$ cat src/design/http_header_line_tokenizer_assert.svh
// Assertion macros used by the tokenizer FSM module.
`ifndef HTTP_HEADER_LINE_TOKENIZER_ASSERT_SVH
`define HTTP_HEADER_LINE_TOKENIZER_ASSERT_SVH

// Consequent must hold in the same cycle as the antecedent.
`define HHLT_ASSERT_IMP(lbl, clk, rst, ante, cons) \
  lbl: assert property (@(posedge clk) disable iff (rst) (ante) |-> (cons)) \
    else $error("hhlt assertion failed");

// Consequent must hold in the cycle after the antecedent.
`define HHLT_ASSERT_NXT(lbl, clk, rst, ante, cons) \
  lbl: assert property (@(posedge clk) disable iff (rst) (ante) |=> (cons)) \
    else $error("hhlt assertion failed");

`endif

$ cat src/design/hhlt_pkg.sv
`timescale 1ns / 1ps

package hhlt_pkg;

  typedef enum logic [3:0] {
    KIND_IGNORED = 4'd0,
    KIND_KEY     = 4'd1,
    KIND_COLON   = 4'd2,
    KIND_SPACE   = 4'd3,
    KIND_VALUE   = 4'd4,
    KIND_VCR     = 4'd5,
    KIND_PAIRLF  = 4'd6,
    KIND_ENDCR   = 4'd7,
    KIND_DONE    = 4'd8,
    KIND_ERROR   = 4'd9
  } kind_t;

  localparam logic [7:0] CH_CR       = 8'h0D;
  localparam logic [7:0] CH_LF       = 8'h0A;
  localparam logic [7:0] CH_COLON    = 8'h3A;
  localparam logic [7:0] CH_SPACE    = 8'h20;
  localparam logic [7:0] LIMIT_RESET = 8'd255;

  typedef struct packed {
    logic [7:0] byte_in;
    logic       new_message;
  } item_t;

  typedef struct packed {
    logic [7:0] byte_out;
    kind_t      kind;
    logic [8:0] value_length;
  } result_t;

endpackage

$ cat src/design/hhlt_byte_if.sv
`timescale 1ns / 1ps

interface hhlt_byte_if;
  logic       valid;
  logic       ready;
  logic [7:0] byte_in;
  logic       new_message;

  modport source (output valid, output byte_in, output new_message, input ready);
  modport sink (input valid, input byte_in, input new_message, output ready);
endinterface

$ cat src/design/hhlt_res_if.sv
`timescale 1ns / 1ps

interface hhlt_res_if;
  logic       valid;
  logic       ready;
  logic [7:0] byte_out;
  logic [3:0] kind;
  logic [8:0] value_length;

  modport source (output valid, output byte_out, output kind, output value_length,
                  input ready);
  modport sink (input valid, input byte_out, input kind, input value_length,
                output ready);
endinterface

$ cat src/design/hhlt_cfg_if.sv
`timescale 1ns / 1ps

interface hhlt_cfg_if;
  logic       valid;
  logic       ready;
  logic [7:0] value_limit;

  modport source (output valid, output value_limit, input ready);
  modport sink (input valid, input value_limit, output ready);
endinterface

$ cat src/design/http_header_line_tokenizer.sv
// An accepted input byte waits in the input register; its result is loaded into the
// result register once that register has room and waits there for the receiver.
// Throughput: one byte per cycle while the receiver keeps taking results, set by
// the combinational parser update between the input and result registers.
// Reset (synchronous, active high) returns the parser to line start, clears the
// value count, empties both registers and sets the value limit to 255.
`timescale 1ns / 1ps

module http_header_line_tokenizer (
  input  logic        clk,
  input  logic        rst,
  hhlt_byte_if.sink   in_ch,
  hhlt_res_if.source  out_ch,
  hhlt_cfg_if.sink    cfg
);

  logic              in_valid;
  hhlt_pkg::item_t   item;
  hhlt_pkg::result_t res;
  logic              room;
  logic              advance;
  logic [7:0]        limit;

  assign cfg.ready = 1'b1;
  assign advance   = in_valid && room;

  always_ff @(posedge clk) begin
    if (rst) begin
      limit <= hhlt_pkg::LIMIT_RESET;
    end else if (cfg.valid && cfg.ready) begin
      limit <= cfg.value_limit;
    end
  end

  hhlt_in_reg u_in_reg (
    .clk     (clk),
    .rst     (rst),
    .in_ch   (in_ch),
    .advance (advance),
    .valid   (in_valid),
    .item    (item)
  );

  hhlt_fsm u_fsm (
    .clk     (clk),
    .rst     (rst),
    .advance (advance),
    .item    (item),
    .limit   (limit),
    .res     (res)
  );

  hhlt_out_reg u_out_reg (
    .clk    (clk),
    .rst    (rst),
    .load   (advance),
    .res    (res),
    .room   (room),
    .out_ch (out_ch)
  );

endmodule

$ cat src/design/hhlt_in_reg.sv
`timescale 1ns / 1ps

module hhlt_in_reg (
  input  logic             clk,
  input  logic             rst,
  hhlt_byte_if.sink        in_ch,
  input  logic             advance,
  output logic             valid,
  output hhlt_pkg::item_t  item
);

  logic take;

  assign in_ch.ready = !valid || advance;
  assign take        = in_ch.valid && in_ch.ready;

  always_ff @(posedge clk) begin
    if (rst) begin
      valid <= 1'b0;
    end else if (take) begin
      valid <= 1'b1;
    end else if (advance) begin
      valid <= 1'b0;
    end
  end

  always_ff @(posedge clk) begin
    if (take) begin
      item.byte_in     <= in_ch.byte_in;
      item.new_message <= in_ch.new_message;
    end
  end

endmodule

$ cat src/design/hhlt_fsm.sv
`timescale 1ns / 1ps

module hhlt_fsm (
  input  logic              clk,
  input  logic              rst,
  input  logic              advance,
  input  hhlt_pkg::item_t   item,
  input  logic [7:0]        limit,
  output hhlt_pkg::result_t res
);

  `include "http_header_line_tokenizer_assert.svh"

  typedef enum logic [3:0] {
    ST_START  = 4'd0,
    ST_KEY    = 4'd1,
    ST_COLON  = 4'd2,
    ST_SPACE  = 4'd3,
    ST_VALUE  = 4'd4,
    ST_CR     = 4'd5,
    ST_LF     = 4'd6,
    ST_END_CR = 4'd7,
    ST_DONE   = 4'd8,
    ST_ERROR  = 4'd9
  } state_t;

  state_t     state;
  state_t     state_next;
  state_t     state_eff;
  logic [8:0] count;
  logic [8:0] count_next;
  logic [8:0] count_eff;
  logic       crlf;
  logic [7:0] b;

  assign b         = item.byte_in;
  assign crlf      = b inside {hhlt_pkg::CH_CR, hhlt_pkg::CH_LF};
  assign state_eff = item.new_message ? ST_START : state;
  assign count_eff = item.new_message ? 9'd0 : count;

  always_comb begin
    state_next       = ST_ERROR;
    count_next       = count_eff;
    res.byte_out     = b;
    res.kind         = hhlt_pkg::KIND_ERROR;
    res.value_length = 9'd0;
    case (state_eff)
      ST_START: begin
        if (crlf) begin
          res.kind   = hhlt_pkg::KIND_IGNORED;
          state_next = ST_START;
        end else begin
          res.kind   = hhlt_pkg::KIND_KEY;
          state_next = ST_KEY;
        end
      end
      ST_KEY: begin
        if (b == hhlt_pkg::CH_COLON) begin
          res.kind   = hhlt_pkg::KIND_COLON;
          state_next = ST_COLON;
        end else if (!crlf) begin
          res.kind   = hhlt_pkg::KIND_KEY;
          state_next = ST_KEY;
        end
      end
      ST_COLON: begin
        if (b == hhlt_pkg::CH_SPACE) begin
          res.kind   = hhlt_pkg::KIND_SPACE;
          state_next = ST_SPACE;
        end
      end
      ST_SPACE: begin
        res.kind   = hhlt_pkg::KIND_VALUE;
        count_next = 9'd1;
        state_next = ST_VALUE;
      end
      ST_VALUE: begin
        if (b == hhlt_pkg::CH_CR) begin
          res.kind   = hhlt_pkg::KIND_VCR;
          state_next = ST_CR;
        end else if (count_eff <= {1'b0, limit}) begin
          res.kind   = hhlt_pkg::KIND_VALUE;
          count_next = count_eff + 9'd1;
          state_next = ST_VALUE;
        end
      end
      ST_CR: begin
        if (b == hhlt_pkg::CH_LF) begin
          res.kind         = hhlt_pkg::KIND_PAIRLF;
          res.value_length = count_eff;
          state_next       = ST_LF;
        end
      end
      ST_LF: begin
        if (b == hhlt_pkg::CH_CR) begin
          res.kind   = hhlt_pkg::KIND_ENDCR;
          state_next = ST_END_CR;
        end else if (b != hhlt_pkg::CH_LF) begin
          res.kind   = hhlt_pkg::KIND_KEY;
          state_next = ST_KEY;
        end
      end
      ST_END_CR: begin
        if (b == hhlt_pkg::CH_LF) begin
          res.kind   = hhlt_pkg::KIND_DONE;
          state_next = ST_DONE;
        end
      end
      ST_DONE: begin
        res.kind   = hhlt_pkg::KIND_DONE;
        state_next = ST_DONE;
      end
      default: begin
        state_next = ST_ERROR;
      end
    endcase
  end

  always_ff @(posedge clk) begin
    if (rst) begin
      state <= ST_START;
      count <= 9'd0;
    end else if (advance) begin
      state <= state_next;
      count <= count_next;
    end
  end

  `HHLT_ASSERT_IMP(a_len_only_on_pair, clk, rst, res.value_length != 9'd0, res.kind == hhlt_pkg::KIND_PAIRLF)
  `HHLT_ASSERT_NXT(a_error_sticky, clk, rst, state == ST_ERROR && !(advance && item.new_message), state == ST_ERROR)
  `HHLT_ASSERT_IMP(a_done_reported, clk, rst, state == ST_DONE && !item.new_message, res.kind == hhlt_pkg::KIND_DONE)
  `HHLT_ASSERT_NXT(a_restart_clears, clk, rst, advance && item.new_message, count == 9'd0)

endmodule

$ cat src/design/hhlt_out_reg.sv
`timescale 1ns / 1ps

module hhlt_out_reg (
  input  logic              clk,
  input  logic              rst,
  input  logic              load,
  input  hhlt_pkg::result_t res,
  output logic              room,
  hhlt_res_if.source        out_ch
);

  logic              valid;
  hhlt_pkg::result_t data;

  assign room                = !valid || out_ch.ready;
  assign out_ch.valid        = valid;
  assign out_ch.byte_out     = data.byte_out;
  assign out_ch.kind         = data.kind;
  assign out_ch.value_length = data.value_length;

  always_ff @(posedge clk) begin
    if (rst) begin
      valid <= 1'b0;
    end else if (load) begin
      valid <= 1'b1;
    end else if (out_ch.ready) begin
      valid <= 1'b0;
    end
  end

  always_ff @(posedge clk) begin
    if (load) begin
      data <= res;
    end
  end

endmodule
$ cat src/flat_wrapper.sv
// flat-port wrapper written by rule: the top's interface ports become plain ports
module http_header_line_tokenizer_flat 
  (clk, rst, in_ch_valid, in_ch_byte_in, in_ch_new_message, in_ch_ready, out_ch_valid, out_ch_byte_out, out_ch_kind, out_ch_value_length, out_ch_ready, cfg_valid, cfg_value_limit, cfg_ready);
  hhlt_byte_if in_ch_i ();
  hhlt_res_if out_ch_i ();
  hhlt_cfg_if cfg_i ();
  input  logic clk;
  input  logic rst;
  input wire logic [$bits(in_ch_i.valid)-1:0] in_ch_valid;
  input wire logic [$bits(in_ch_i.byte_in)-1:0] in_ch_byte_in;
  input wire logic [$bits(in_ch_i.new_message)-1:0] in_ch_new_message;
  output wire logic [$bits(in_ch_i.ready)-1:0] in_ch_ready;
  output wire logic [$bits(out_ch_i.valid)-1:0] out_ch_valid;
  output wire logic [$bits(out_ch_i.byte_out)-1:0] out_ch_byte_out;
  output wire logic [$bits(out_ch_i.kind)-1:0] out_ch_kind;
  output wire logic [$bits(out_ch_i.value_length)-1:0] out_ch_value_length;
  input wire logic [$bits(out_ch_i.ready)-1:0] out_ch_ready;
  input wire logic [$bits(cfg_i.valid)-1:0] cfg_valid;
  input wire logic [$bits(cfg_i.value_limit)-1:0] cfg_value_limit;
  output wire logic [$bits(cfg_i.ready)-1:0] cfg_ready;
  assign in_ch_i.valid = in_ch_valid;
  assign in_ch_i.byte_in = in_ch_byte_in;
  assign in_ch_i.new_message = in_ch_new_message;
  assign in_ch_ready = in_ch_i.ready;
  assign out_ch_valid = out_ch_i.valid;
  assign out_ch_byte_out = out_ch_i.byte_out;
  assign out_ch_kind = out_ch_i.kind;
  assign out_ch_value_length = out_ch_i.value_length;
  assign out_ch_i.ready = out_ch_ready;
  assign cfg_i.valid = cfg_valid;
  assign cfg_i.value_limit = cfg_value_limit;
  assign cfg_ready = cfg_i.ready;
  http_header_line_tokenizer u_core (.clk(clk), .rst(rst), .in_ch(in_ch_i), .out_ch(out_ch_i), .cfg(cfg_i));
endmodule
$ cat config.mk
export PLATFORM = sky130hd
export DESIGN_NAME = http_header_line_tokenizer_flat
export DESIGN_NICKNAME = d
export VERILOG_FILES = /design/src/design/hhlt_pkg.sv /design/src/design/hhlt_byte_if.sv /design/src/design/hhlt_res_if.sv /design/src/design/hhlt_cfg_if.sv /design/src/design/http_header_line_tokenizer.sv /design/src/design/hhlt_in_reg.sv /design/src/design/hhlt_fsm.sv /design/src/design/hhlt_out_reg.sv /design/src/flat_wrapper.sv
export VERILOG_INCLUDE_DIRS = /design/src /design/src/design
export SDC_FILE = /design/constraint.sdc
export NUM_CORES = 1
export LEC_CHECK = 0
export BUFFER_PORTS_ARGS = -buffer_cell sky130_fd_sc_hd__buf_2
export CORE_MARGIN = 3
export CORE_UTILIZATION = 60
export DETAILED_ROUTE_END_ITERATION = 10
export GPL_ROUTABILITY_DRIVEN = 1
export MAX_ROUTING_LAYER = met4
export PLACE_DENSITY = 0.85
export SYNTH_ARGS = -nofsm -noshare
export SYNTH_HDL_FRONTEND = slang
export SYNTH_HIERARCHICAL = 1
export SYNTH_SLANG_ARGS = --single-unit
$ cat constraint.sdc
create_clock -name clk -period 7.58 [get_ports clk]
set_input_delay 1.895 -clock clk [delete_from_list [all_inputs] [get_ports clk]]
set_output_delay 1.895 -clock clk [all_outputs]
set_load 0.01 [all_outputs]
==> results by stage <==
CTS:
- Post-CTS timing repair inserted 0 buffers for setup.
- In this run, CTS created clock tree buffers numbering 5.
- The count of hold buffers inserted by post-cts repair is 0.
- The CTS clock-pin slew for the worst setup and hold paths is 0.09 ns.
- TritonCTS built the clock tree.
- The maximum buffer depth of the clock tree is 2.
- The clock root buffer is sky130_fd_sc_hd__clkbuf_8.
- The total clock sinks is 53.
- For the worst-skew pair, the clock arrives at the later sink with an insertion delay of 0.31 ns.
- After clock tree synthesis, the repair step resized 0 gates.
- The H-tree depth is 2.

Logic synthesis:
- The number of nets handed over by synthesis was 310.
- Counting flops and latches in the post-synthesis netlist gives 53.
- Synthesis handed over a netlist of 280 instances.
- The flip-flop cell with the highest count after synthesis is sky130_fd_sc_hd__edfxtp_1.
- The proportion of synthesized flip-flops having asynchronous set or reset is 0%.
- Sequential elements use 48.2% of the synthesized area.
- For this run, the number of Yosys warnings is 6.
- The mapped netlist covers 0.00282 mm^2.
- Counting distinct cell types in the post-synthesis netlist gives 59.
- After synthesis, the mean cell area works out to 10.1 um^2.
- The synthesized design contains 30 enable-type register cells.

Global route:
- The number of global-route vias before repair came to 1987.
- The initial antenna violation count is 0.
- Entering global routing, the biggest net connects 43 pins.
- For this run the aggregate overflow at the end of global routing stands at 0.
- Global routing used 21.2% of the available tracks.
- The wire length of the first global-routing pass is 8.86 mm.

Critical path:
- The worst setup path is launched from an input port.
- On the worst path, the slowest cell contributes a delay of 0.15 ns.
- Across all register-to-register paths, the minimum setup slack is 4.40 ns.
- The arrival time at the worst endpoint is 2.55 ns.
- The required time of the worst setup path is 5.69 ns.
- The cell family contributing the most delay on the critical path is simple AND/OR/NAND/NOR gates.
- The startpoint identified for the worst register-to-register timing path is u_core/u_in_reg/item[0]$_DFFE_PP_.
- The kind of end point of the critical path is a primary output.
- The slowest library cell on the worst path is sky130_fd_sc_hd__nand2b_4.
- The worst-path maximum fanout is 3.
- Traced cell by cell, the critical path runs through buf_2, nand2b_4, and2_1, nand2b_4, buf_2.
- By startpoint and endpoint, the worst setup path is classified as input port to primary output.
- The worst setup path startpoint is out_ch_ready.
- The endpoint of the most critical setup path is in_ch_ready.
- Measured in cells, the most critical reg-to-reg path has a length of 8.
- Together, buffers and inverters on the worst path number 2.
- The critical path runs through a total of 5 cells.
- In this run the critical register-to-register path is captured at u_core/u_fsm/count[7]$_SDFFE_PP0P_.

Finish:
- The area overhead of the layout relative to synthesis is 7.93%.
- The library cell used most frequently in the layout, excluding fill and tap cells, is sky130_fd_sc_hd__buf_2.
- In the layout the commonest cells are sky130_fd_sc_hd__buf_2, sky130_fd_sc_hd__edfxtp_1, sky130_fd_sc_hd__nor2_1.
- The fraction of layout instances using a drive strength above 1 is 23.6%.
- 0 antenna diodes ended up in the layout.
- The post-route cell area is 0.00305 mm^2.
- The net total in the final layout is 338.

Die:
- The total die area is 0.00556 mm^2.
- 46 I/O pins were placed.
- The total core area is 0.00444 mm^2.
- In this run the core area contains 24 standard-cell rows.
- From bottom edge to top edge, the die measures 74.6 um.
- In this run the horizontal extent of the chip is 74.6 um.
- The effective utilization at floorplan is 63.5%.

Run:
- Max-cap violations in this run came to 0.

Hold path:
- The path class of the lowest-slack min-delay path is flop to flop.
- Along the worst hold path, the cell count comes to 0.

Detailed routing:
- The per-cell routed wire length is 14.8 um.
- The length of the first detailed-routing pass in iterations is 5.
- After detailed routing, the total wire length is 5.35 mm.
- Summing over every cut layer, the via total after detailed routing is 2188.
- The number of nets still failing antenna checks after routing is 0.
- The vias per cell is 6.06.
- After detailed routing, the number of remaining DRC violations is 0.
- The number of DRC markers after the initial detailed-route iteration is 251.

STA:
- Adding up every negative setup slack in the final design gives 0 ns.
- Subtracting the final worst setup slack from the clock period gives 4.44 ns.
- Based on the critical path, the design can be clocked at up to 225 MHz.
- The number of hold violations in the final report is 0.
- The maximum clock skew at final layout is 0.00731 ns.
- Across all hold checks on the routed design, the worst slack comes to 0.475 ns.
- The transition time at the pin with the least slew margin is 0.728 ns.
- The worst slew slack as a fraction of its limit is 51.5%.
- The part of the cycle the worst path needs is 58.6%.
- Setup repair after global routing left no endpoint under its margin.
- The number of setup violations in the final report is 0.
- The max-slew violation count was 0.

Pwr:
- Across the VDD grid, the largest voltage drop is 0.000127 V.
- The total power per unit cell area is 181 mW/mm^2.
- The leakage power is 1.22 nW.

Placement:
- The cell area reported after detailed placement is 0.00296 mm^2.
- The total half-perimeter wirelength after legalization and detailed placement is 3.83 mm.
- The count of buffers added on input and output ports is 44.
- At the end of routability-driven placement, the weighted congestion stood at 0.947.

Status:
- The flow ran to the end, and the final reports show no timing, DRC or antenna violations.
[state kept, by name, summed over array words and instances (netlist names)]
name                                  cells
u_core/u_fsm/count                        9
u_core/u_in_reg/item                      9
u_core/u_out_reg/out_ch.value_length      9
u_core/limit                              8
u_core/u_out_reg/out_ch.byte_out          8
u_core/u_fsm/state                        4
u_core/u_out_reg/out_ch.kind              4
u_core/u_in_reg/valid                     1
u_core/u_out_reg/out_ch.valid             1
[logic make-up (layout without fill, tap and decap cells)]
group | after synthesis | count (layout) | synth area share (%)
compound gates | 55 | 55 | 14.4
xor+xnor | 1 | 1 | 0.310
fa+ha+maj | 8 | 8 | 3.55
buf+inv | 39 | 68 | 7.54
flops | 53 | 53 | 48.2
mux | 2 | 2 | 0.798
other cells | 1 | 1 | 0.133
simple gates | 121 | 121 | 25.0
[through the flow]
stage	total power [mW]	util, %	setup slack [ns]	std cells
after floorplan	0.385	-	2.77	280
after global placement	0.399	66.6	3.15	353
after detailed placement	0.402	66.6	3.13	353
after CTS	0.554	68.6	3.13	361
after global routing	0.574	68.6	3.10	361
final	0.552	68.6	3.14	361
[power by group]
part | total, mW | internal (mW) | switching (mW)
registers | 0.333 | 0.321 | 0.0130
logic | 0.0625 | 0.0273 | 0.0352
clock network | 0.156 | 0.0652 | 0.0904
[layer usage]
metal	vias up	global-route usage [%]	wire length (um)
li1	1065	-	-
met1	997	27.8	2370
met2	119	32.3	2460
met3	7	5.14	452
met4	0	7.11	70
met5	-	-	0
[layout make-up]
class	count	area, um^2
clock buffers	6	72.6
clock inverters	2	15.0
fillers	350	1400
inverters	15	56.3
multi-input cells	188	1250
flip-flops and latches	53	1360
well taps	52	65.1
repair buffers	45	228
[synthesized netlist by cell type (2+ instances only)]
| library cell | n | area share (%) |
|---|---|---|
| sky130_fd_sc_hd__nand2b_1 | 8 | 1.8 |
| sky130_fd_sc_hd__nand4_1 | 7 | 1.6 |
| sky130_fd_sc_hd__inv_1 | 15 | 2.0 |
| sky130_fd_sc_hd__a21oi_2 | 2 | 0.62 |
| sky130_fd_sc_hd__a21oi_1 | 12 | 2.1 |
| sky130_fd_sc_hd__and2_1 | 3 | 0.66 |
| sky130_fd_sc_hd__buf_2 | 2 | 0.35 |
| sky130_fd_sc_hd__a211oi_1 | 2 | 0.53 |
| sky130_fd_sc_hd__edfxtp_1 | 30 | 32 |
| sky130_fd_sc_hd__or2_2 | 2 | 0.44 |
| sky130_fd_sc_hd__nor2_1 | 27 | 3.6 |
| sky130_fd_sc_hd__nand3_1 | 7 | 1.2 |
| sky130_fd_sc_hd__or3_1 | 3 | 0.66 |
| sky130_fd_sc_hd__nor2b_1 | 15 | 3.3 |
| sky130_fd_sc_hd__or4_1 | 5 | 1.3 |
| sky130_fd_sc_hd__a211o_1 | 3 | 0.93 |
| sky130_fd_sc_hd__nand2b_4 | 2 | 0.98 |
| sky130_fd_sc_hd__nand3b_1 | 2 | 0.53 |
| sky130_fd_sc_hd__a31oi_1 | 2 | 0.44 |
| sky130_fd_sc_hd__buf_1 | 2 | 0.27 |
| sky130_fd_sc_hd__dfxtp_1 | 23 | 16 |
| sky130_fd_sc_hd__nor4_1 | 3 | 0.66 |
| sky130_fd_sc_hd__nand4b_1 | 2 | 0.62 |
| sky130_fd_sc_hd__o21ai_0 | 11 | 2.0 |
| sky130_fd_sc_hd__a2bb2oi_1 | 2 | 0.62 |
| sky130_fd_sc_hd__nand2_1 | 12 | 1.6 |
| sky130_fd_sc_hd__o31ai_1 | 2 | 0.53 |
| sky130_fd_sc_hd__nor3_1 | 5 | 0.89 |
| sky130_fd_sc_hd__a211o_2 | 6 | 2.1 |
| sky130_fd_sc_hd__buf_6 | 4 | 1.6 |
| sky130_fd_sc_hd__ha_1 | 8 | 3.5 |
| sky130_fd_sc_hd__buf_4 | 9 | 2.4 |
| sky130_fd_sc_hd__and3b_1 | 2 | 0.62 |
| sky130_fd_sc_hd__clkbuf_1 | 7 | 0.93 |
| sky130_fd_sc_hd__and3_1 | 8 | 1.8 |
| sky130_fd_sc_hd__mux2_2 | 2 | 0.80 |
[worst min path at each step]
stage	startpoint	endpoint	slack, ns
final	u_core/u_in_reg/item[7]$_DFFE_PP_	u_core/u_out_reg/out_ch.byte_out[6]$_DFFE_PP_	0.48
after global routing	u_core/u_in_reg/item[6]$_DFFE_PP_	u_core/u_out_reg/out_ch.byte_out[5]$_DFFE_PP_	0.49
after CTS	u_core/u_in_reg/item[7]$_DFFE_PP_	u_core/u_out_reg/out_ch.byte_out[6]$_DFFE_PP_	0.48
after detailed placement	u_core/u_in_reg/item[6]$_DFFE_PP_	u_core/u_out_reg/out_ch.byte_out[5]$_DFFE_PP_	0.45
after global placement	u_core/u_in_reg/item[6]$_DFFE_PP_	u_core/u_out_reg/out_ch.byte_out[5]$_DFFE_PP_	0.45
after floorplan	u_core/u_fsm/count[8]$_SDFFE_PP0P_	u_core/u_fsm/count[8]$_SDFFE_PP0P_	0.44
[worst reg2reg max path: stages (launching register included)]
cell and delay (ns):
sky130_fd_sc_hd__edfxtp_1 0.70, sky130_fd_sc_hd__nor2b_1 0.45, sky130_fd_sc_hd__ha_1 0.32, sky130_fd_sc_hd__nor2b_1 0.15, sky130_fd_sc_hd__o31ai_2 0.17, sky130_fd_sc_hd__a21oi_1 0.12
sky130_fd_sc_hd__o41a_1 0.49, sky130_fd_sc_hd__or4_1 0.56, sky130_fd_sc_hd__a21oi_1 0.15
Power figures use the tool's default switching activity.
